`config.mk`:
```
export PLATFORM = sky130hd
export DESIGN_NAME = wrapping_block_allocator_unit
export DESIGN_NICKNAME = d
export VERILOG_FILES = /design/src/rtl/core/wba_pkg.sv /design/src/rtl/core/wba_fifo.sv /design/src/rtl/core/wba_front.sv /design/src/rtl/core/wba_back.sv /design/src/rtl/core/wrapping_block_allocator_unit.sv
export SDC_FILE = /design/constraint.sdc
export NUM_CORES = 1
export LEC_CHECK = 0
export BUFFER_PORTS_ARGS = -buffer_cell sky130_fd_sc_hd__buf_2
export CELL_PAD_IN_SITES_DETAIL_PLACEMENT = 2
export CELL_PAD_IN_SITES_GLOBAL_PLACEMENT = 2
export CORE_ASPECT_RATIO = 1.75
export CORE_UTILIZATION = 25
export CTS_CLUSTER_SIZE = 8
export DETAILED_ROUTE_END_ITERATION = 6
export GPL_TIMING_DRIVEN = 1
export PLACE_DENSITY = 0.52
export REMOVE_ABC_BUFFERS = 1
export SKIP_LAST_GASP = 1
export SLEW_MARGIN = 10
export SYNTH_ARGS = -nofsm -noshare
export SYNTH_HDL_FRONTEND = slang
export SYNTH_HIERARCHICAL = 1
export SYNTH_SLANG_ARGS = --single-unit
```
`constraint.sdc`:
```
create_clock -name clk -period 2.95 [get_ports clk]
set_input_delay 0.1475 -clock clk [delete_from_list [all_inputs] [get_ports clk]]
set_output_delay 0.1475 -clock clk [all_outputs]
set_load 0.03 [all_outputs]
```
`src/rtl/core/wba_pkg.sv`:
```
// ----------------------------------------------------------------------------
// wba_pkg
// Shared types, status codes and defaults for the wrapping block allocator.
// ----------------------------------------------------------------------------
package wba_pkg;

  localparam int BLOCKS_DEF     = 16;
  localparam int CMD_DEPTH_DEF  = 2;
  localparam int RES_DEPTH_DEF  = 2;

  localparam logic [2:0] ST_OK          = 3'd0;
  localparam logic [2:0] ST_BAD_START   = 3'd1;
  localparam logic [2:0] ST_START_TAKEN = 3'd2;
  localparam logic [2:0] ST_NO_SPACE    = 3'd3;
  localparam logic [2:0] ST_EMPTY       = 3'd4;

  typedef struct packed {
    logic [5:0] start_block;
    logic [4:0] block_count;
    logic [7:0] owner_tag;
  } wba_in_t;

  typedef struct packed {
    logic [3:0] block_index;
    logic [2:0] status;
    logic [7:0] start_owner;
    logic       last;
  } wba_out_t;

  // classified request handed from front to back
  typedef struct packed {
    logic [2:0] status;
    logic [7:0] start_owner;
    logic [5:0] start_block;
    logic [4:0] block_count;
    logic [7:0] owner_tag;
  } wba_cmd_t;

  typedef struct packed {
    logic       idle;
    logic [7:0] rd_owner;
  } wba_back_stat_t;

endpackage

```
`src/rtl/core/wba_fifo.sv`:
```
// ----------------------------------------------------------------------------
// wba_fifo
// Small register queue with push/full and pop/empty sides.
// ----------------------------------------------------------------------------
module wba_fifo #(
  parameter int W     = 8,
  parameter int DEPTH = 2
) (
  input  logic         clk,
  input  logic         rst_n,
  input  logic         push,
  input  logic [W-1:0] wr_data,
  output logic         full,
  input  logic         pop,
  output logic [W-1:0] rd_data,
  output logic         empty
);

  localparam int PW = $clog2(DEPTH);

  logic [W-1:0]  mem_r [DEPTH];
  logic [PW-1:0] wr_ptr_r, wr_ptr_nxt;
  logic [PW-1:0] rd_ptr_r, rd_ptr_nxt;
  logic [PW:0]   cnt_r, cnt_nxt;
  logic          do_push, do_pop;

  assign full    = (cnt_r == (PW+1)'(DEPTH));
  assign empty   = (cnt_r == '0);
  assign do_push = push && !full;
  assign do_pop  = pop && !empty;
  assign rd_data = mem_r[rd_ptr_r];

  always_comb begin
    wr_ptr_nxt = wr_ptr_r;
    rd_ptr_nxt = rd_ptr_r;
    cnt_nxt    = cnt_r;
    if (do_push) begin
      wr_ptr_nxt = (wr_ptr_r == PW'(DEPTH-1)) ? '0 : wr_ptr_r + 1'b1;
    end
    if (do_pop) begin
      rd_ptr_nxt = (rd_ptr_r == PW'(DEPTH-1)) ? '0 : rd_ptr_r + 1'b1;
    end
    if (do_push && !do_pop) begin
      cnt_nxt = cnt_r + 1'b1;
    end else if (do_pop && !do_push) begin
      cnt_nxt = cnt_r - 1'b1;
    end
  end

  always_ff @(posedge clk) begin
    if (!rst_n) begin
      wr_ptr_r <= '0;
      rd_ptr_r <= '0;
      cnt_r    <= '0;
    end else begin
      wr_ptr_r <= wr_ptr_nxt;
      rd_ptr_r <= rd_ptr_nxt;
      cnt_r    <= cnt_nxt;
    end
  end

  always_ff @(posedge clk) begin
    if (do_push) begin
      mem_r[wr_ptr_r] <= wr_data;
    end
  end

endmodule

```
`src/rtl/core/wba_front.sv`:
```
// ----------------------------------------------------------------------------
// wba_front
// Accepts requests, waits for the back end to settle, then classifies each
// request against the block map and free count and queues a command.
// ----------------------------------------------------------------------------
module wba_front
  import wba_pkg::*;
#(
  parameter int BLOCKS = BLOCKS_DEF,
  localparam int AW    = $clog2(BLOCKS),
  localparam int FW    = $clog2(BLOCKS + 1)
) (
  input  logic           clk,
  input  logic           rst_n,
  input  logic           in_push,
  input  wba_in_t        in_data,
  output logic           in_full,
  input  logic [BLOCKS-1:0] taken_map,
  input  logic [FW-1:0]  free_cnt,
  input  wba_back_stat_t back_stat,
  input  logic           cmd_empty,
  output logic [AW-1:0]  rd_addr,
  output logic           cmd_push,
  output wba_cmd_t       cmd_data
);

  localparam logic [1:0] S_IDLE  = 2'd0;
  localparam logic [1:0] S_WAIT  = 2'd1;
  localparam logic [1:0] S_CHECK = 2'd2;

  localparam int CW = 7;

  logic [1:0]    state_r, state_nxt;
  wba_in_t       hold_r, hold_nxt;
  logic          accept;
  logic          settled;
  logic [AW-1:0] idx;

  assign in_full  = (state_r == S_WAIT);
  assign accept   = in_push && !in_full;
  // map and owner store stay still while nothing is queued or walking
  assign settled  = back_stat.idle && cmd_empty;
  assign idx      = hold_r.start_block[AW-1:0];
  assign rd_addr  = idx;
  assign cmd_push = (state_r == S_CHECK);
  assign hold_nxt = accept ? in_data : hold_r;

  always_comb begin
    state_nxt = state_r;
    unique case (state_r)
      S_IDLE: begin
        if (accept) begin
          state_nxt = S_WAIT;
        end
      end
      S_WAIT: begin
        if (settled) begin
          state_nxt = S_CHECK;
        end
      end
      S_CHECK: begin
        state_nxt = accept ? S_WAIT : S_IDLE;
      end
      default: begin
        state_nxt = S_IDLE;
      end
    endcase
  end

  always_comb begin
    cmd_data             = '0;
    cmd_data.start_block = hold_r.start_block;
    cmd_data.block_count = hold_r.block_count;
    cmd_data.owner_tag   = hold_r.owner_tag;
    if (CW'(hold_r.start_block) >= CW'(BLOCKS)) begin
      cmd_data.status = ST_BAD_START;
    end else if (taken_map[idx]) begin
      cmd_data.status      = ST_START_TAKEN;
      cmd_data.start_owner = back_stat.rd_owner;
    end else if (hold_r.block_count == '0) begin
      cmd_data.status = ST_EMPTY;
    end else if (CW'(hold_r.block_count) > CW'(free_cnt)) begin
      cmd_data.status = ST_NO_SPACE;
    end else begin
      cmd_data.status = ST_OK;
    end
  end

  always_ff @(posedge clk) begin
    if (!rst_n) begin
      state_r <= S_IDLE;
    end else begin
      state_r <= state_nxt;
    end
  end

  always_ff @(posedge clk) begin
    hold_r <= hold_nxt;
  end

endmodule

```
`src/rtl/core/wba_back.sv`:
```
// ----------------------------------------------------------------------------
// wba_back
// Carries out classified commands: emits status results or walks the block
// store one block per cycle unless the result queue is full, marking free blocks with the owner.
// ----------------------------------------------------------------------------
module wba_back
  import wba_pkg::*;
#(
  parameter int BLOCKS = BLOCKS_DEF,
  localparam int AW    = $clog2(BLOCKS),
  localparam int FW    = $clog2(BLOCKS + 1)
) (
  input  logic              clk,
  input  logic              rst_n,
  input  wba_cmd_t          cmd_data,
  input  logic              cmd_empty,
  output logic              cmd_pop,
  output logic              res_push,
  output wba_out_t          res_data,
  input  logic              res_full,
  input  logic [AW-1:0]     rd_addr,
  output logic [BLOCKS-1:0] taken_map,
  output logic [FW-1:0]     free_cnt,
  output wba_back_stat_t    back_stat
);

  logic              walk_r, walk_nxt;
  logic [AW-1:0]     pos_r, pos_nxt, pos_inc;
  logic [4:0]        left_r, left_nxt;
  logic [7:0]        own_r, own_nxt;
  logic [FW-1:0]     free_r, free_nxt;
  logic [BLOCKS-1:0] map_r, map_nxt;
  logic              mark;
  logic [7:0]        owner_mem [BLOCKS];
  logic [7:0]        rd_owner_r;

  assign taken_map          = map_r;
  assign free_cnt           = free_r;
  assign back_stat.idle     = !walk_r;
  assign back_stat.rd_owner = rd_owner_r;
  assign pos_inc = (pos_r == AW'(BLOCKS - 1)) ? '0 : pos_r + 1'b1;

  always_comb begin
    walk_nxt = walk_r;
    pos_nxt  = pos_r;
    left_nxt = left_r;
    own_nxt  = own_r;
    free_nxt = free_r;
    map_nxt  = map_r;
    mark     = 1'b0;
    cmd_pop  = 1'b0;
    res_push = 1'b0;
    res_data = '0;
    if (walk_r) begin
      if (map_r[pos_r]) begin
        pos_nxt = pos_inc;
      end else if (!res_full) begin
        mark                 = 1'b1;
        res_push             = 1'b1;
        res_data.block_index = 4'(pos_r);
        res_data.status      = ST_OK;
        res_data.last        = (left_r == 5'd1);
        map_nxt[pos_r]       = 1'b1;
        free_nxt             = free_r - 1'b1;
        left_nxt             = left_r - 1'b1;
        pos_nxt              = pos_inc;
        if (left_r == 5'd1) begin
          walk_nxt = 1'b0;
        end
      end
    end else if (!cmd_empty && !res_full) begin
      cmd_pop = 1'b1;
      if (cmd_data.status == ST_OK) begin
        walk_nxt = 1'b1;
        pos_nxt  = cmd_data.start_block[AW-1:0];
        left_nxt = cmd_data.block_count;
        own_nxt  = cmd_data.owner_tag;
      end else begin
        // rejected or empty request: one status result
        res_push             = 1'b1;
        res_data.status      = cmd_data.status;
        res_data.start_owner = cmd_data.start_owner;
        res_data.last        = 1'b1;
      end
    end
  end

  always_ff @(posedge clk) begin
    if (!rst_n) begin
      walk_r <= 1'b0;
      free_r <= FW'(BLOCKS);
      map_r  <= '0;
    end else begin
      walk_r <= walk_nxt;
      free_r <= free_nxt;
      map_r  <= map_nxt;
    end
  end

  always_ff @(posedge clk) begin
    pos_r  <= pos_nxt;
    left_r <= left_nxt;
    own_r  <= own_nxt;
  end

  always_ff @(posedge clk) begin
    if (mark) begin
      owner_mem[pos_r] <= own_r;
    end
    rd_owner_r <= owner_mem[rd_addr];
  end

endmodule

```
`src/rtl/core/wrapping_block_allocator_unit.sv`:
```
// ----------------------------------------------------------------------------
// wrapping_block_allocator_unit
// Block store allocator: requests take free blocks walking up from a start
// block with wraparound; each taken block is reported as one result.
// ----------------------------------------------------------------------------
//  channel  | ports                          | transaction
//  ---------+--------------------------------+------------------------------
//  request  | in_push, in_full, in_data      | in_push && !in_full
//  result   | out_pop, out_empty, out_data   | out_pop && !out_empty
//
//  a request is held and classified once the back end is idle and the
//  command queue is empty, so requests are handled one at a time
//  a rejected or empty request passes from the command queue through the
//  back end into the result queue as one status result
//  an allocating request walks the store one block per cycle, taken blocks
//  included, save that a free block waits while the result queue is full
//  reset clears the map to all free and empties both queues
//  a full result queue stalls the walk; a waiting request holds in_full high
// ----------------------------------------------------------------------------
module wrapping_block_allocator_unit
  import wba_pkg::*;
#(
  parameter int BLOCKS    = BLOCKS_DEF,
  parameter int CMD_DEPTH = CMD_DEPTH_DEF,
  parameter int RES_DEPTH = RES_DEPTH_DEF
) (
  input  logic     clk,
  input  logic     rst_n,
  input  logic     in_push,
  input  wba_in_t  in_data,
  output logic     in_full,
  input  logic     out_pop,
  output wba_out_t out_data,
  output logic     out_empty
);

  localparam int AW = $clog2(BLOCKS);
  localparam int FW = $clog2(BLOCKS + 1);

  logic              cmd_push, cmd_pop, cmd_empty, cmd_full;
  wba_cmd_t          cmd_wr, cmd_rd;
  logic              res_push, res_full;
  wba_out_t          res_wr;
  logic [AW-1:0]     rd_addr;
  logic [BLOCKS-1:0] taken_map;
  logic [FW-1:0]     free_cnt;
  wba_back_stat_t    back_stat;

  wba_front #(
    .BLOCKS (BLOCKS)
  ) u_front (
    .clk       (clk),
    .rst_n     (rst_n),
    .in_push   (in_push),
    .in_data   (in_data),
    .in_full   (in_full),
    .taken_map (taken_map),
    .free_cnt  (free_cnt),
    .back_stat (back_stat),
    .cmd_empty (cmd_empty),
    .rd_addr   (rd_addr),
    .cmd_push  (cmd_push),
    .cmd_data  (cmd_wr)
  );

  wba_fifo #(
    .W     ($bits(wba_cmd_t)),
    .DEPTH (CMD_DEPTH)
  ) u_cmd_q (
    .clk     (clk),
    .rst_n   (rst_n),
    .push    (cmd_push),
    .wr_data (cmd_wr),
    .full    (cmd_full),
    .pop     (cmd_pop),
    .rd_data (cmd_rd),
    .empty   (cmd_empty)
  );

  wba_back #(
    .BLOCKS (BLOCKS)
  ) u_back (
    .clk       (clk),
    .rst_n     (rst_n),
    .cmd_data  (cmd_rd),
    .cmd_empty (cmd_empty),
    .cmd_pop   (cmd_pop),
    .res_push  (res_push),
    .res_data  (res_wr),
    .res_full  (res_full),
    .rd_addr   (rd_addr),
    .taken_map (taken_map),
    .free_cnt  (free_cnt),
    .back_stat (back_stat)
  );

  wba_fifo #(
    .W     ($bits(wba_out_t)),
    .DEPTH (RES_DEPTH)
  ) u_res_q (
    .clk     (clk),
    .rst_n   (rst_n),
    .push    (res_push),
    .wr_data (res_wr),
    .full    (res_full),
    .pop     (out_pop),
    .rd_data (out_data),
    .empty   (out_empty)
  );

  // the front pushes only when the command queue is empty
  logic unused_cmd_full;
  assign unused_cmd_full = cmd_full;

endmodule
```
Word-level counts from Yosys, hierarchy flattened
Memories as Yosys holds them, arrays and structs flattened. A register that Yosys moved wholly into a read port is not among the register bits.
Cells that the tools add are included.
- word-level logic and storage cells: 155
- memories: 3
- input bits: 23
- register bits after elaboration: 68
- bits in writable memories: 220
- memory list (memory ; depth ; width ; rd ports ; clocked after memory_dff ; write ports ; RTL line ; RTL):
    u_back.owner_mem ; 16 ; 8 ; 1 ; 1 ; 1 ; wba_back.sv:34 ; logic [7:0] owner_mem [BLOCKS];
    u_cmd_q.mem_r ; 2 ; 30 ; 1 ; 1 ; 1 ; wba_fifo.sv:21 ; logic [W-1:0] mem_r [DEPTH];
    u_res_q.mem_r ; 2 ; 16 ; 1 ; 1 ; 1 ; wba_fifo.sv:21 ;
- mux-type cells: 69
- eq/ne operators: 11
- bitwise logic cells: 4
- reductions and logical operators: 36
- magnitude comparators: 5
- $add $sub $neg: 11
- operators with widths (cell ; count):
    $mux W1 ; 35
    $mux W4 ; 7
    $mux W5 ; 5
    $mux W12 ; 2
    $mux W8 ; 3
    $or A16 B16 Y16 ; 1
    $mux W2 ; 7
    $mux W7 ; 2
    $logic_and A1 B1 Y1 ; 12
    $mux W3 ; 4
    $logic_not A1 Y1 ; 10
    $lt A4 B5 Y1 const B ; 2
    $sub A5 B1 Y5 const B ; 2
    $reduce_and A3 Y1 ; 3
    $bmux W1 S4 ; 2
    $reduce_bool A2 Y1 ; 4
    $eq A2 B2 Y1 const B ; 3
    $ge A6 B5 Y1 const B ; 1
    $logic_not A2 Y1 ; 3
    $ne A2 B2 Y1 const B ; 3
    $pmux W2 S3 ; 1
    $eq A5 B1 Y1 const B ; 1
    $gt A5 B5 Y1 ; 1
    $logic_not A5 Y1 ; 1
    other kinds (14) ; 21

Depth between registers and ports, before layout
Gate-level depths: netlist of the first run.
- depth in word-level cells: 10
- mapped depth: 12

Cells and area by module
The synthesis of the first run kept the hierarchy.
- modules (own cells, without submodules) (module ; sequential area each (um2) ; area each (um2) ; instances ; cells each):
    wba_back ; 4954.8 ; 6986.7 ; 1 ; 387
    wba_fifo (u_cmd_q) ; 1901.8 ; 2388.5 ; 1 ; 118
    wba_fifo (u_res_q) ; 1061.0 ; 1387.6 ; 1 ; 75
    wba_front ; 610.6 ; 1067.3 ; 1 ; 78

Worst setup path before layout of the first run
OpenSTA, ideal clock, no wires.
- path type: flip-flop to flip-flop
- from: register u_back.pos_r[1]
- to: memory u_res_q/mem_r[0][0] in the netlist's numbering (enable)
- data arrival time: 2.609 ns
- slack: -0.047 ns
- stages on the path, launching flop included: 9
- setup time: 0.388 ns
- required time: 2.562 ns
- cells stage by stage: edfxtp_1 buf_6 mux2_2 mux4_2 a2bb2oi_1 buf_6 or2b_1 inv_1 nor3_2
- longest elaborated chain between the ends: 7
- ends and longest elaborated chain (element ; RTL line ; RTL):
    start, declared ; wba_back.sv:28 ; logic [AW-1:0] pos_r, pos_nxt, pos_inc;
    start signal, assigned ; wba_back.sv:101 ; pos_r <= pos_nxt;
    $bmux W1 S4 ; wba_back.sv:55 ; if (map_r[pos_r]) begin
    $mux W1 (implied by the code) ; wba_back.sv:55 ;
    $mux W1 ; wba_back.sv:55 ;
    $mux W1 ; wba_back.sv:54 ; if (walk_r) begin
    via res_push ; wrapping_block_allocator_unit.sv:42 ; logic res_push, res_full;
    $logic_and A1 B1 Y1 ; wba_fifo.sv:29 ; assign do_push = push && !full;
    $mux W1 ; wba_fifo.sv:63 ; if (do_push) begin
    $mux W1 (implied by the code) ; wba_fifo.sv:64 ; mem_r[wr_ptr_r] <= wr_data;
    end, declared ; wba_fifo.sv:21 ;
The timed path passes the listed nets, and every way through them passes these cells. The select of a mux whose other input is x is not followed.

Worst setup path after layout of the first run
- from: register u_back.pos_r[1]
- to: register u_res_q.cnt_r[1]
- longest elaborated chain between the ends: 8
- elaborated cells on any way between the ends: 10
- ends and longest elaborated chain (element ; RTL line ; RTL):
    $bmux W1 S4 (*) ; wba_back.sv:55 ;
    $mux W1 (implied by the code) (*) ; wba_back.sv:55 ;
    $mux W1 (*) ; wba_back.sv:55 ;
    $mux W1 (*) ; wba_back.sv:54 ;
    via res_push ; wrapping_block_allocator_unit.sv:42 ;
    $logic_and A1 B1 Y1 (*) ; wba_fifo.sv:29 ;
    via u_res_q.do_push ; wba_fifo.sv:25 ; logic do_push, do_pop;
    $logic_not A1 Y1 ; wba_fifo.sv:45 ; end else if (do_pop && !do_push) begin
    $logic_and A1 B1 Y1 ; wba_fifo.sv:45 ;
    $reduce_bool A2 Y1 (no source line) ; - ;
    end signal, assigned ; wba_fifo.sv:58 ; cnt_r <= cnt_nxt;
    end, declared ; wba_fifo.sv:24 ; logic [PW:0] cnt_r, cnt_nxt;
Mark *: on every way through the listed nets, which the timed path passes. The rest lies on a longest branch. The select of a mux whose other input is x is not followed.
A chain may end at the register's enable or synchronous reset.

==> flow_results.xml, run 1 <==
<?xml version="1.0" encoding="UTF-8"?>
<metrics>
  <group name="status">
    <metric name="status" unit="">finished with violations</metric>
    <metric name="violations_in_the_final_reports" unit="">design-rule violations</metric>
  </group>
  <group name="worst_setup_path">
    <metric name="worst_r2r_path_depth" unit="">10</metric>
    <metric name="crit_path_end_kind" unit="">flop</metric>
    <metric name="crit_path_start" unit="">u_back/pos_r[1]</metric>
    <metric name="startpoint_type" unit="">flop</metric>
    <metric name="critical_path_arrival" unit="ns">3.30</metric>
    <metric name="crit_fanout" unit="">9</metric>
    <metric name="regToRegStartpoint" unit="">u_back/pos_r[1]</metric>
    <metric name="critical_path_class" unit="">reg -&gt; reg</metric>
    <metric name="critical_path_required" unit="ns">3.40</metric>
  </group>
  <group name="place">
    <metric name="routabilityCongestion" unit="">0.7445</metric>
    <metric name="port_buffer_cells" unit="">40</metric>
    <metric name="pre_cts_ws" unit="ns">-0.01016</metric>
    <metric name="dpl.hpwl" unit="mm">20.06</metric>
    <metric name="placedCellCount" unit="">1278</metric>
  </group>
  <group name="layout">
    <metric name="area_overhead_of_the_layout_relative_to_synthesis" unit="%">20.70</metric>
    <metric name="fin_cells" unit="">1366</metric>
    <metric name="postLayoutCoreUtil" unit="">0.3063</metric>
    <metric name="design.final.nets" unit="">798</metric>
    <metric name="num-fill-cells" unit="">4700</metric>
    <metric name="post_route_cells_drive_above_1_share" unit="">0.2886</metric>
    <metric name="insertedDiodeCount" unit="">0</metric>
  </group>
  <group name="clock_network">
    <metric name="cts.sink_count" unit="">294</metric>
    <metric name="clock_tree_from_tritoncts" unit="">yes</metric>
    <metric name="insertion_delay" unit="ns">0.54</metric>
    <metric name="htree_levels" unit="">2</metric>
    <metric name="master_cell_of_the_clock_root_buffer" unit="">sky130_fd_sc_hd__clkbuf_16</metric>
    <metric name="clk_transition_reported_paths" unit="ns">0.06</metric>
    <metric name="clk_path_buf_depth" unit="">3</metric>
    <metric name="inserted_clock_buffers" unit="">42</metric>
  </group>
  <group name="route">
    <metric name="post-route-drc-count" unit="">8</metric>
    <metric name="ant_nets" unit="">0</metric>
    <metric name="route.vias.total" unit="">5984</metric>
    <metric name="via_per_inst" unit="">4.381</metric>
    <metric name="routed_wl" unit="mm">28.80</metric>
    <metric name="drtPass1Iterations" unit="">7</metric>
    <metric name="initialDrtViolationCount" unit="">271</metric>
    <metric name="routed_wire_length_per_instance" unit="µm">21.08</metric>
  </group>
  <group name="timing">
    <metric name="rsz0062_at_grt" unit="">false</metric>
    <metric name="final_hold_viol_count" unit="">0</metric>
    <metric name="slew_viol_final" unit="">0</metric>
    <metric name="post-route-worst-setup-slack" unit="ns">0.1050</metric>
    <metric name="worst_hold_slack_across_all_endpoints" unit="ns">0.1013</metric>
    <metric name="transition_at_the_pin_with_the_smallest_max_transition_slack" unit="ns">0.8455</metric>
    <metric name="max_slew_headroom" unit="">0.4363</metric>
    <metric name="final_min_period_over_clock_period" unit="">0.9644</metric>
    <metric name="finalWorstPathRequiredPeriod" unit="ns">2.845</metric>
    <metric name="finalSetupViolCount" unit="">0</metric>
    <metric name="max_clock_freq" unit="MHz">351.5</metric>
    <metric name="fin_skew" unit="ns">0.01541</metric>
  </group>
  <group name="synth">
    <metric name="synthesis.instances" unit="">652</metric>
    <metric name="syn_std_cell_area" unit="µm²">11690</metric>
    <metric name="syn-mean-instance-area" unit="µm²">17.93</metric>
    <metric name="yosysWarningCount" unit="">6</metric>
  </group>
  <group name="floorplanning">
    <metric name="die-width" unit="µm">165.4</metric>
    <metric name="rows" unit="">104</metric>
    <metric name="floorplan.initialDensity" unit="">0.2537</metric>
    <metric name="core_region" unit="µm²">46060</metric>
    <metric name="top_level_ports" unit="">41</metric>
    <metric name="fp.dieArea" unit="µm²">47650</metric>
    <metric name="die-height" unit="µm">288.0</metric>
  </group>
  <group name="global_routing">
    <metric name="largest_net_degree_at_the_start_of_global_routing" unit="">41</metric>
    <metric name="first_pass_grt_wire_length" unit="mm">43.06</metric>
    <metric name="global_route.usage.total" unit="">0.1258</metric>
    <metric name="grt-ovfl-total" unit="">0</metric>
    <metric name="via_count_of_the_first_global_routing_pass" unit="">6967</metric>
    <metric name="antenna_found_initial" unit="">1</metric>
  </group>
  <group name="power_and_ir_drop">
    <metric name="max-vdd-ir-drop" unit="mV">0.3284</metric>
    <metric name="power.density_cell_area" unit="nW/µm²">718.2</metric>
    <metric name="p_leak" unit="nW">4.836</metric>
  </group>
  <group name="run">
    <metric name="drv.max_cap_violation_count" unit="">0</metric>
  </group>
  <group name="hold_path">
    <metric name="hold_class" unit="">in -&gt; reg</metric>
    <metric name="worst_hold_startpoint" unit="">out_pop</metric>
    <metric name="min_delay_path_depth" unit="">4</metric>
  </group>
</metrics>
==> power breakdown <==
part	leakage, nW	internal (mW)	switching (mW)
Sequential	2.63	4.68	0.120
Combinational	1.64	0.428	0.564
Clock	0.560	2.62	1.72
Total	4.84	7.73	2.41
==> critical path: stages (launching register included) <==
cell,delay (ns)
sky130_fd_sc_hd__edfxtp_1,0.38
sky130_fd_sc_hd__buf_6,0.16
sky130_fd_sc_hd__mux2i_1,0.13
sky130_fd_sc_hd__mux4_2,0.50
sky130_fd_sc_hd__a2bb2oi_1,0.28
sky130_fd_sc_hd__or2b_1,0.28
sky130_fd_sc_hd__inv_1,0.09
sky130_fd_sc_hd__nor2_1,0.06
sky130_fd_sc_hd__ha_1,0.33
sky130_fd_sc_hd__or3_1,0.37
sky130_fd_sc_hd__a21boi_1,0.17
==> stage by stage <==
| stage | total power, mW | TNS (ns) | instance area [µm²] |
|---|---|---|---|
| after floorplan | 5.485 | -2.391 | 11520 |
| after global placement | 5.836 | 0 | 12710 |
| after detailed placement | 5.876 | -0.1498 | 12710 |
| after CTS | 10.31 | 0 | 14100 |
| after global routing | 10.52 | 0 | 14110 |
| final | 10.13 | 0 | 14110 |
==> cell type report <==
class / instances / area, µm² / area share
sequential: 294 / 8408 / 0.5960
multi-input combinational: 312 / 3053 / 0.2164
clock buffer: 63 / 1130 / 0.08009
tap: 583 / 729.5 / 0.05171
timing repair buffer: 93 / 676.9 / 0.04798
inverter: 18 / 67.56 / 0.004789
clock inverter: 3 / 42.54 / 0.003016
==> worst paths after layout <==
check | endpoint | slack, ns
min reg2reg | u_cmd_q/mem_r[0][5] | 0.45
max reg2reg | u_res_q/cnt_r[1] | 0.11
min | u_res_q/rd_ptr_r | 0.10
max | u_res_q/cnt_r[1] | 0.11
==> cell usage in the layout (no fill, tap or decap), drive strengths merged, types with 3 or more instances in the layout <==
master	instances
a21boi	6
nand2b	5
xnor2	8
clkinv	3
nor2b	7
xor2	3
nor3	7
nand3	3
mux4	45
nand2	23
buf	73
a21oi	9
or3	5
clkbuf	63
ha	14
edfxtp	252
and2	32
dlygate4sd3	20
nor2	18
dfxtp	42
o21a	6
mux2	52
inv	18
o21ai	22
and3	15
mux2i	8
==> layer usage <==
layer | routed length (µm) | vias up | track usage
met2 | 17460 | 83 | 0.2593
li1 | - | 2741 | -
met1 | 9942 | 3116 | 0.1199
met3 | 671 | 44 | 0.01801
met4 | 727 | 0 | 0.04614
met5 | 0 | - | 0
==> registers in the layout, summed over array words and instances (netlist names), 2 cells and up, named ones only <==
| name | cells |
|---|---|
| u_back/free_cnt | 5 |
| u_res_q/cnt_r | 2 |
| u_front/state_r | 2 |
| u_cmd_q/cnt_r | 2 |
| u_back/pos_r | 4 |
| u_back/left_r | 5 |
| u_back/taken_map | 16 |
| u_res_q/mem_r | 32 |
| u_front/cmd_data | 19 |
| u_back/own_r | 8 |
| u_back/owner_mem | 128 |
| u_back/rd_owner_r | 8 |
| u_cmd_q/mem_r | 56 |
==> what timing repair did <==
item | in CTS | in global routing
endpoints found under the hold margin | 20 | 0
endpoints found under the setup margin | 25 | 1
resized for setup | 3 | 1
setup buffers | 1 | 1
hold buffers | 20 | 0
gates cloned | 0 | 0
Note: power is estimated with default switching activity, not from simulation.
==> inputs of run 2 (changes only) <==
- REMOVE_ABC_BUFFERS: 1 -> not set
- TNS_END_PERCENT: not set -> 100
==> run 2 against run 1 <==
The run still ends with design-rule violations left. Sequential share of layout area down 0.44 points. Setup slack is essentially flat. Cell count is the same. Maximum frequency hardly changed. Largest power group unchanged. Non-clock buffer count rose by 1. Critical path depth stayed put. Sequential cell count stayed put.
==> flow_results.xml, run 2 (synthesized netlist as in run 1, its figures left out) <==
<?xml version="1.0" encoding="UTF-8"?>
<metrics>
  <group name="status">
    <metric name="status" unit="">finished with violations</metric>
    <metric name="violations_in_the_final_reports" unit="">design-rule violations</metric>
  </group>
  <group name="worst_setup_path">
    <metric name="critical_path_class" unit="">reg -&gt; reg</metric>
    <metric name="critical_path_arrival" unit="ns">3.33</metric>
    <metric name="critical_path_required" unit="ns">3.44</metric>
    <metric name="startpoint_type" unit="">flop</metric>
    <metric name="crit_fanout" unit="">9</metric>
    <metric name="crit_path_end_kind" unit="">flop</metric>
  </group>
  <group name="floorplanning">
    <metric name="fp.dieArea" unit="µm²">47650</metric>
    <metric name="floorplan.initialDensity" unit="">0.2537</metric>
    <metric name="top_level_ports" unit="">41</metric>
    <metric name="die-height" unit="µm">288.0</metric>
    <metric name="rows" unit="">104</metric>
    <metric name="die-width" unit="µm">165.4</metric>
    <metric name="core_region" unit="µm²">46060</metric>
  </group>
  <group name="route">
    <metric name="post-route-drc-count" unit="">10</metric>
    <metric name="routed_wl" unit="mm">29.52</metric>
    <metric name="route.vias.total" unit="">6070</metric>
    <metric name="initialDrtViolationCount" unit="">285</metric>
    <metric name="via_per_inst" unit="">4.444</metric>
    <metric name="routed_wire_length_per_instance" unit="µm">21.61</metric>
    <metric name="drtPass1Iterations" unit="">7</metric>
    <metric name="ant_nets" unit="">0</metric>
  </group>
  <group name="layout">
    <metric name="regMostFlops" unit="">u_back/owner_mem</metric>
    <metric name="post_route_cells_drive_above_1_share" unit="">0.2886</metric>
    <metric name="layout_common_cells" unit="">252 x sky130_fd_sc_hd__edfxtp_1, 51 x sky130_fd_sc_hd__mux2_2, 42 x sky130_fd_sc_hd__clkbuf_16, 42 x sky130_fd_sc_hd__mux4_2, 42 x sky130_fd_sc_hd__dfxtp_1</metric>
    <metric name="multiInputGateArea" unit="µm²">3055</metric>
    <metric name="reg_top3" unit="">u_back/owner_mem: 128 flops, u_cmd_q/mem_r: 56 flops, u_res_q/mem_r: 32 flops</metric>
    <metric name="seqCellArea" unit="µm²">8408</metric>
    <metric name="postLayoutCoreUtil" unit="">0.3085</metric>
    <metric name="area_overhead_of_the_layout_relative_to_synthesis" unit="%">21.59</metric>
    <metric name="design.final.nets" unit="">799</metric>
    <metric name="largest_register_ffs" unit="">128</metric>
    <metric name="mostFrequentLayoutCell" unit="">sky130_fd_sc_hd__edfxtp_1</metric>
    <metric name="insertedDiodeCount" unit="">0</metric>
    <metric name="num-fill-cells" unit="">4687</metric>
  </group>
  <group name="timing">
    <metric name="final_hold_viol_count" unit="">0</metric>
    <metric name="post-route-worst-setup-slack" unit="ns">0.1048</metric>
    <metric name="setup_tns" unit="ns">0</metric>
    <metric name="max_slew_headroom" unit="">0.4710</metric>
    <metric name="final_min_period_over_clock_period" unit="">0.9645</metric>
    <metric name="finalSetupViolCount" unit="">0</metric>
    <metric name="transition_at_the_pin_with_the_smallest_max_transition_slack" unit="ns">0.7935</metric>
    <metric name="max_clock_freq" unit="MHz">351.5</metric>
    <metric name="rsz0062_at_grt" unit="">false</metric>
    <metric name="fin_skew" unit="ns">0.03986</metric>
    <metric name="slew_viol_final" unit="">0</metric>
    <metric name="worst_hold_slack_across_all_endpoints" unit="ns">0.08884</metric>
    <metric name="finalWorstPathRequiredPeriod" unit="ns">2.845</metric>
  </group>
  <group name="power_and_ir_drop">
    <metric name="max-vdd-ir-drop" unit="mV">0.3837</metric>
    <metric name="power" unit="mW">10.21</metric>
    <metric name="power.density_cell_area" unit="nW/µm²">718.1</metric>
    <metric name="p_leak" unit="nW">4.868</metric>
  </group>
  <group name="place">
    <metric name="routabilityCongestion" unit="">0.7427</metric>
    <metric name="pre_cts_ws" unit="ns">0.01845</metric>
    <metric name="dpl.hpwl" unit="mm">20.85</metric>
    <metric name="port_buffer_cells" unit="">40</metric>
  </group>
  <group name="clock_network">
    <metric name="insertion_delay" unit="ns">0.56</metric>
    <metric name="clk_path_buf_depth" unit="">3</metric>
    <metric name="master_cell_of_the_clock_root_buffer" unit="">sky130_fd_sc_hd__clkbuf_16</metric>
    <metric name="clock_tree_from_tritoncts" unit="">yes</metric>
    <metric name="htree_levels" unit="">2</metric>
    <metric name="post_cts_resized" unit="">0</metric>
    <metric name="cts.sink_count" unit="">294</metric>
    <metric name="clk_transition_reported_paths" unit="ns">0.05</metric>
    <metric name="inserted_clock_buffers" unit="">42</metric>
  </group>
  <group name="global_routing">
    <metric name="antenna_found_initial" unit="">0</metric>
    <metric name="via_count_of_the_first_global_routing_pass" unit="">6998</metric>
    <metric name="global_route.usage.total" unit="">0.1291</metric>
    <metric name="first_pass_grt_wire_length" unit="mm">43.93</metric>
    <metric name="grt-ovfl-total" unit="">0</metric>
    <metric name="largest_net_degree_at_the_start_of_global_routing" unit="">41</metric>
  </group>
  <group name="hold_path">
    <metric name="hold_class" unit="">in -&gt; reg</metric>
  </group>
  <group name="run">
    <metric name="drv.max_cap_violation_count" unit="">0</metric>
  </group>
  <group name="synth">
    <metric name="postSynthNetCount" unit="">689</metric>
  </group>
</metrics>
run 2: routing by layer:
metal	GRT usage	share of wire	wire [µm]	vias up
li1	-	-	-	2738
met2	0.2521	0.58	17030	126
met4	0.06841	0.046	1343	0
met5	0	0	0	-
met3	0.02147	0.030	899	59
met1	0.1249	0.35	10250	3147
run 2: layout make-up:
class / count / share of cell area
well taps: 583 / 0.05133
repair buffers: 94 / 0.05318
multi-input cells: 312 / 0.2150
flip-flops and latches: 294 / 0.5917
clock buffers: 62 / 0.07994
clock inverters: 3 / 0.004138
inverters: 18 / 0.004754
run 2: report_power, final:
| part | total [mW] | internal [mW] | switching, mW |
|---|---|---|---|
| Combinational | 0.992 | 0.423 | 0.569 |
| Clock | 4.41 | 2.65 | 1.76 |
| Sequential | 4.81 | 4.68 | 0.126 |
| Total | 10.2 | 7.75 | 2.45 |
run 2: per-stage QoR:
step	cells	area [µm²]
after detailed placement	1280	12810
after floorplan	652	11690
after CTS	1365	14200
after global routing	1366	14210
final	1366	14210
after global placement	1280	12810
run 2: worst paths after layout:
kind                        from                  end  slack (ns)  cells past startpoint
max              u_back/pos_r[1]     u_res_q/cnt_r[1]        0.10                     10
min                      out_pop     u_res_q/rd_ptr_r        0.09                      4
max reg2reg      u_back/pos_r[1]     u_res_q/cnt_r[1]        0.10                     10
min reg2reg  u_front/cmd_data[7]  u_cmd_q/mem_r[0][7]        0.45                      0
run 2: worst max-delay path: stages (launching register included):
cell and delay, ns:
sky130_fd_sc_hd__edfxtp_1 0.37, sky130_fd_sc_hd__buf_4 0.19, sky130_fd_sc_hd__mux2i_1 0.14, sky130_fd_sc_hd__mux4_2 0.50, sky130_fd_sc_hd__a2bb2oi_1 0.24, sky130_fd_sc_hd__or2b_1 0.28
sky130_fd_sc_hd__inv_1 0.13, sky130_fd_sc_hd__nor2_1 0.08, sky130_fd_sc_hd__ha_1 0.33, sky130_fd_sc_hd__or3_1 0.35, sky130_fd_sc_hd__a21boi_1 0.15
run 2: repair_timing:
action | CTS | global route
buffers inserted | 0 | 1
hold buffers | 20 | 0
hold endpoints to repair | 20 | 0
endpoints found under the setup margin | 0 | 47
==> inputs of run 3 (changes only) <==
- SETUP_SLACK_MARGIN: not set -> 0.2
==> run 3 against run 2 <==
The flow still finishes with violations (design-rule violations). Core utilization is 0.11 points higher. Total power is 0.68% higher. First-iteration DRC count is 2.1% higher. Maximum frequency is 3.9% higher. Sequential cell count stayed put. Global-route usage hardly changed. Clock power is 0.9% higher. Die area stayed put. Sequential power hardly changed. Clock skew is 0.014 ns lower. Register-to-register slack better by 0.11 ns.
==> flow_results.xml, run 3 (synthesized netlist as in run 1, its figures left out) <==
<?xml version="1.0" encoding="UTF-8"?>
<metrics>
  <group name="status">
    <metric name="status" unit="">finished with violations</metric>
    <metric name="violations_in_the_final_reports" unit="">design-rule violations</metric>
  </group>
  <group name="route">
    <metric name="route.vias.total" unit="">6090</metric>
    <metric name="routed_wl" unit="mm">29.55</metric>
    <metric name="initialDrtViolationCount" unit="">291</metric>
    <metric name="post-route-drc-count" unit="">10</metric>
    <metric name="via_per_inst" unit="">4.442</metric>
    <metric name="routed_wire_length_per_instance" unit="µm">21.55</metric>
    <metric name="drtPass1Iterations" unit="">6</metric>
    <metric name="ant_nets" unit="">0</metric>
  </group>
  <group name="worst_setup_path">
    <metric name="critical_path_class" unit="">reg -&gt; reg</metric>
    <metric name="crit_fanout" unit="">8</metric>
    <metric name="crit_path_end_kind" unit="">flop</metric>
    <metric name="critical_path_required" unit="ns">3.43</metric>
    <metric name="critical_path_arrival" unit="ns">3.22</metric>
    <metric name="rrSetupSlack" unit="ns">0.21</metric>
    <metric name="startpoint_type" unit="">flop</metric>
  </group>
  <group name="clock_network">
    <metric name="master_cell_of_the_clock_root_buffer" unit="">sky130_fd_sc_hd__clkbuf_16</metric>
    <metric name="clk_transition_reported_paths" unit="ns">0.06</metric>
    <metric name="htree_levels" unit="">2</metric>
    <metric name="clock_tree_from_tritoncts" unit="">yes</metric>
    <metric name="clk_path_buf_depth" unit="">3</metric>
    <metric name="insertion_delay" unit="ns">0.55</metric>
    <metric name="inserted_clock_buffers" unit="">42</metric>
    <metric name="cts.sink_count" unit="">294</metric>
  </group>
  <group name="timing">
    <metric name="rsz0062_at_grt" unit="">true</metric>
    <metric name="max_slew_headroom" unit="">0.4844</metric>
    <metric name="finalSetupViolCount" unit="">0</metric>
    <metric name="max_clock_freq" unit="MHz">365.2</metric>
    <metric name="setup_tns" unit="ns">0</metric>
    <metric name="fin_skew" unit="ns">0.02590</metric>
    <metric name="final_min_period_over_clock_period" unit="">0.9281</metric>
    <metric name="final_hold_viol_count" unit="">0</metric>
    <metric name="slew_viol_final" unit="">0</metric>
    <metric name="finalWorstPathRequiredPeriod" unit="ns">2.738</metric>
    <metric name="transition_at_the_pin_with_the_smallest_max_transition_slack" unit="ns">0.7734</metric>
  </group>
  <group name="global_routing">
    <metric name="largest_net_degree_at_the_start_of_global_routing" unit="">41</metric>
    <metric name="grt-ovfl-total" unit="">0</metric>
    <metric name="via_count_of_the_first_global_routing_pass" unit="">7148</metric>
    <metric name="global_route.usage.total" unit="">0.1290</metric>
    <metric name="antenna_found_initial" unit="">0</metric>
    <metric name="first_pass_grt_wire_length" unit="mm">44.43</metric>
  </group>
  <group name="power_and_ir_drop">
    <metric name="p_leak" unit="nW">4.891</metric>
    <metric name="power.density_cell_area" unit="nW/µm²">720.4</metric>
    <metric name="max-vdd-ir-drop" unit="mV">0.3527</metric>
  </group>
  <group name="place">
    <metric name="dpl.hpwl" unit="mm">20.40</metric>
    <metric name="placement.cell_area" unit="µm²">12770</metric>
    <metric name="port_buffer_cells" unit="">40</metric>
    <metric name="routabilityCongestion" unit="">0.7835</metric>
  </group>
  <group name="layout">
    <metric name="mostFrequentLayoutCell" unit="">sky130_fd_sc_hd__edfxtp_1</metric>
    <metric name="regMostFlops" unit="">u_back/owner_mem</metric>
    <metric name="insertedDiodeCount" unit="">0</metric>
    <metric name="post_route_cells_drive_above_1_share" unit="">0.2982</metric>
    <metric name="layout_common_cells" unit="">252 x sky130_fd_sc_hd__edfxtp_1, 48 x sky130_fd_sc_hd__mux2_2, 42 x sky130_fd_sc_hd__clkbuf_16, 42 x sky130_fd_sc_hd__mux4_2, 42 x sky130_fd_sc_hd__dfxtp_1</metric>
    <metric name="multiInputGateArea" unit="µm²">3082</metric>
    <metric name="final_area" unit="µm²">14260</metric>
    <metric name="num-fill-cells" unit="">4673</metric>
    <metric name="design.final.nets" unit="">802</metric>
    <metric name="reg_top3" unit="">u_back/owner_mem: 128 flops, u_cmd_q/mem_r: 56 flops, u_res_q/mem_r: 32 flops</metric>
    <metric name="area_overhead_of_the_layout_relative_to_synthesis" unit="%">22.03</metric>
    <metric name="largest_register_ffs" unit="">128</metric>
    <metric name="seqCellArea" unit="µm²">8408</metric>
  </group>
  <group name="floorplanning">
    <metric name="fp.dieArea" unit="µm²">47650</metric>
    <metric name="die-height" unit="µm">288.0</metric>
    <metric name="die-width" unit="µm">165.4</metric>
    <metric name="top_level_ports" unit="">41</metric>
    <metric name="floorplan.initialDensity" unit="">0.2537</metric>
    <metric name="rows" unit="">104</metric>
    <metric name="core_region" unit="µm²">46060</metric>
  </group>
  <group name="hold_path">
    <metric name="hold_class" unit="">in -&gt; reg</metric>
  </group>
  <group name="synth">
    <metric name="postSynthNetCount" unit="">689</metric>
  </group>
  <group name="run">
    <metric name="drv.max_cap_violation_count" unit="">0</metric>
  </group>
</metrics>
[run 3: metal layers]
metal / up-vias / track usage / part of all wire / wire [µm]
li1: 2738 / - / - / -
met4: 0 / 0.06250 / 0.043 / 1265
met3: 57 / 0.02003 / 0.030 / 893
met5: - / 0 / 0 / 0
met2: 105 / 0.2497 / 0.57 / 16780
met1: 3190 / 0.1302 / 0.36 / 10610
[run 3: path summary, 6_finish.rpt]
kind,cells after the start,from,endpoint
min reg2reg,0,u_front/cmd_data[1],u_cmd_q/mem_r[1][1]
max,12,u_back/pos_r[1],u_res_q/cnt_r[1]
min,4,out_pop,flop
max reg2reg,12,u_back/pos_r[1],u_res_q/cnt_r[1]
[run 3: power by group]
| part | internal [mW] | leakage (nW) | switching (mW) |
|---|---|---|---|
| clock network | 2.66 | 0.575 | 1.79 |
| logic | 0.444 | 1.68 | 0.576 |
| registers | 4.68 | 2.63 | 0.122 |
[run 3: critical path, stage by stage (launching register included)]
cell                        delay [ns]
sky130_fd_sc_hd__edfxtp_1         0.36
sky130_fd_sc_hd__buf_4            0.19
sky130_fd_sc_hd__buf_4            0.14
sky130_fd_sc_hd__mux2i_1          0.11
sky130_fd_sc_hd__mux4_2           0.51
sky130_fd_sc_hd__a2bb2oi_2        0.18
sky130_fd_sc_hd__or2b_1           0.27
sky130_fd_sc_hd__inv_2            0.07
sky130_fd_sc_hd__nor2_2           0.04
sky130_fd_sc_hd__ha_1             0.20
sky130_fd_sc_hd__xor2_1           0.15
sky130_fd_sc_hd__or3_1            0.34
sky130_fd_sc_hd__a21boi_2         0.15
[run 3: what timing repair did]
| action | CTS | global route |
|---|---|---|
| setup endpoints to repair | 33 | 42 |
| pin swaps | 3 | 2 |
| setup buffers | 5 | 3 |
| hold buffers | 20 | 0 |
| resized for setup | 3 | 7 |
| hold endpoints to repair | 20 | 0 |
| cloned | 0 | 0 |
[run 3: area by class of cell]
type | count | area share
clock inverter | 3 | 0.004123
tap | 583 | 0.05114
sequential | 294 | 0.5895
inverter | 18 | 0.004737
clock buffer | 64 | 0.08018
multi-input combinational | 312 | 0.2161
timing repair buffer | 97 | 0.05422
[run 3: metrics by stage]
stage,power [mW],setup WS (ns),hold slack [ns],cells,util
after floorplan,5.522,0.2151,0.2464,652,-
after global placement,5.834,0.1262,0.3242,1276,0.2773
after detailed placement,5.879,0.01548,0.3258,1276,0.2773
after CTS,10.46,0.1317,0.1206,1368,0.3087
after global routing,10.67,0.1190,0.1707,1371,0.3096
final,10.27,0.2120,0.1253,1371,0.3096
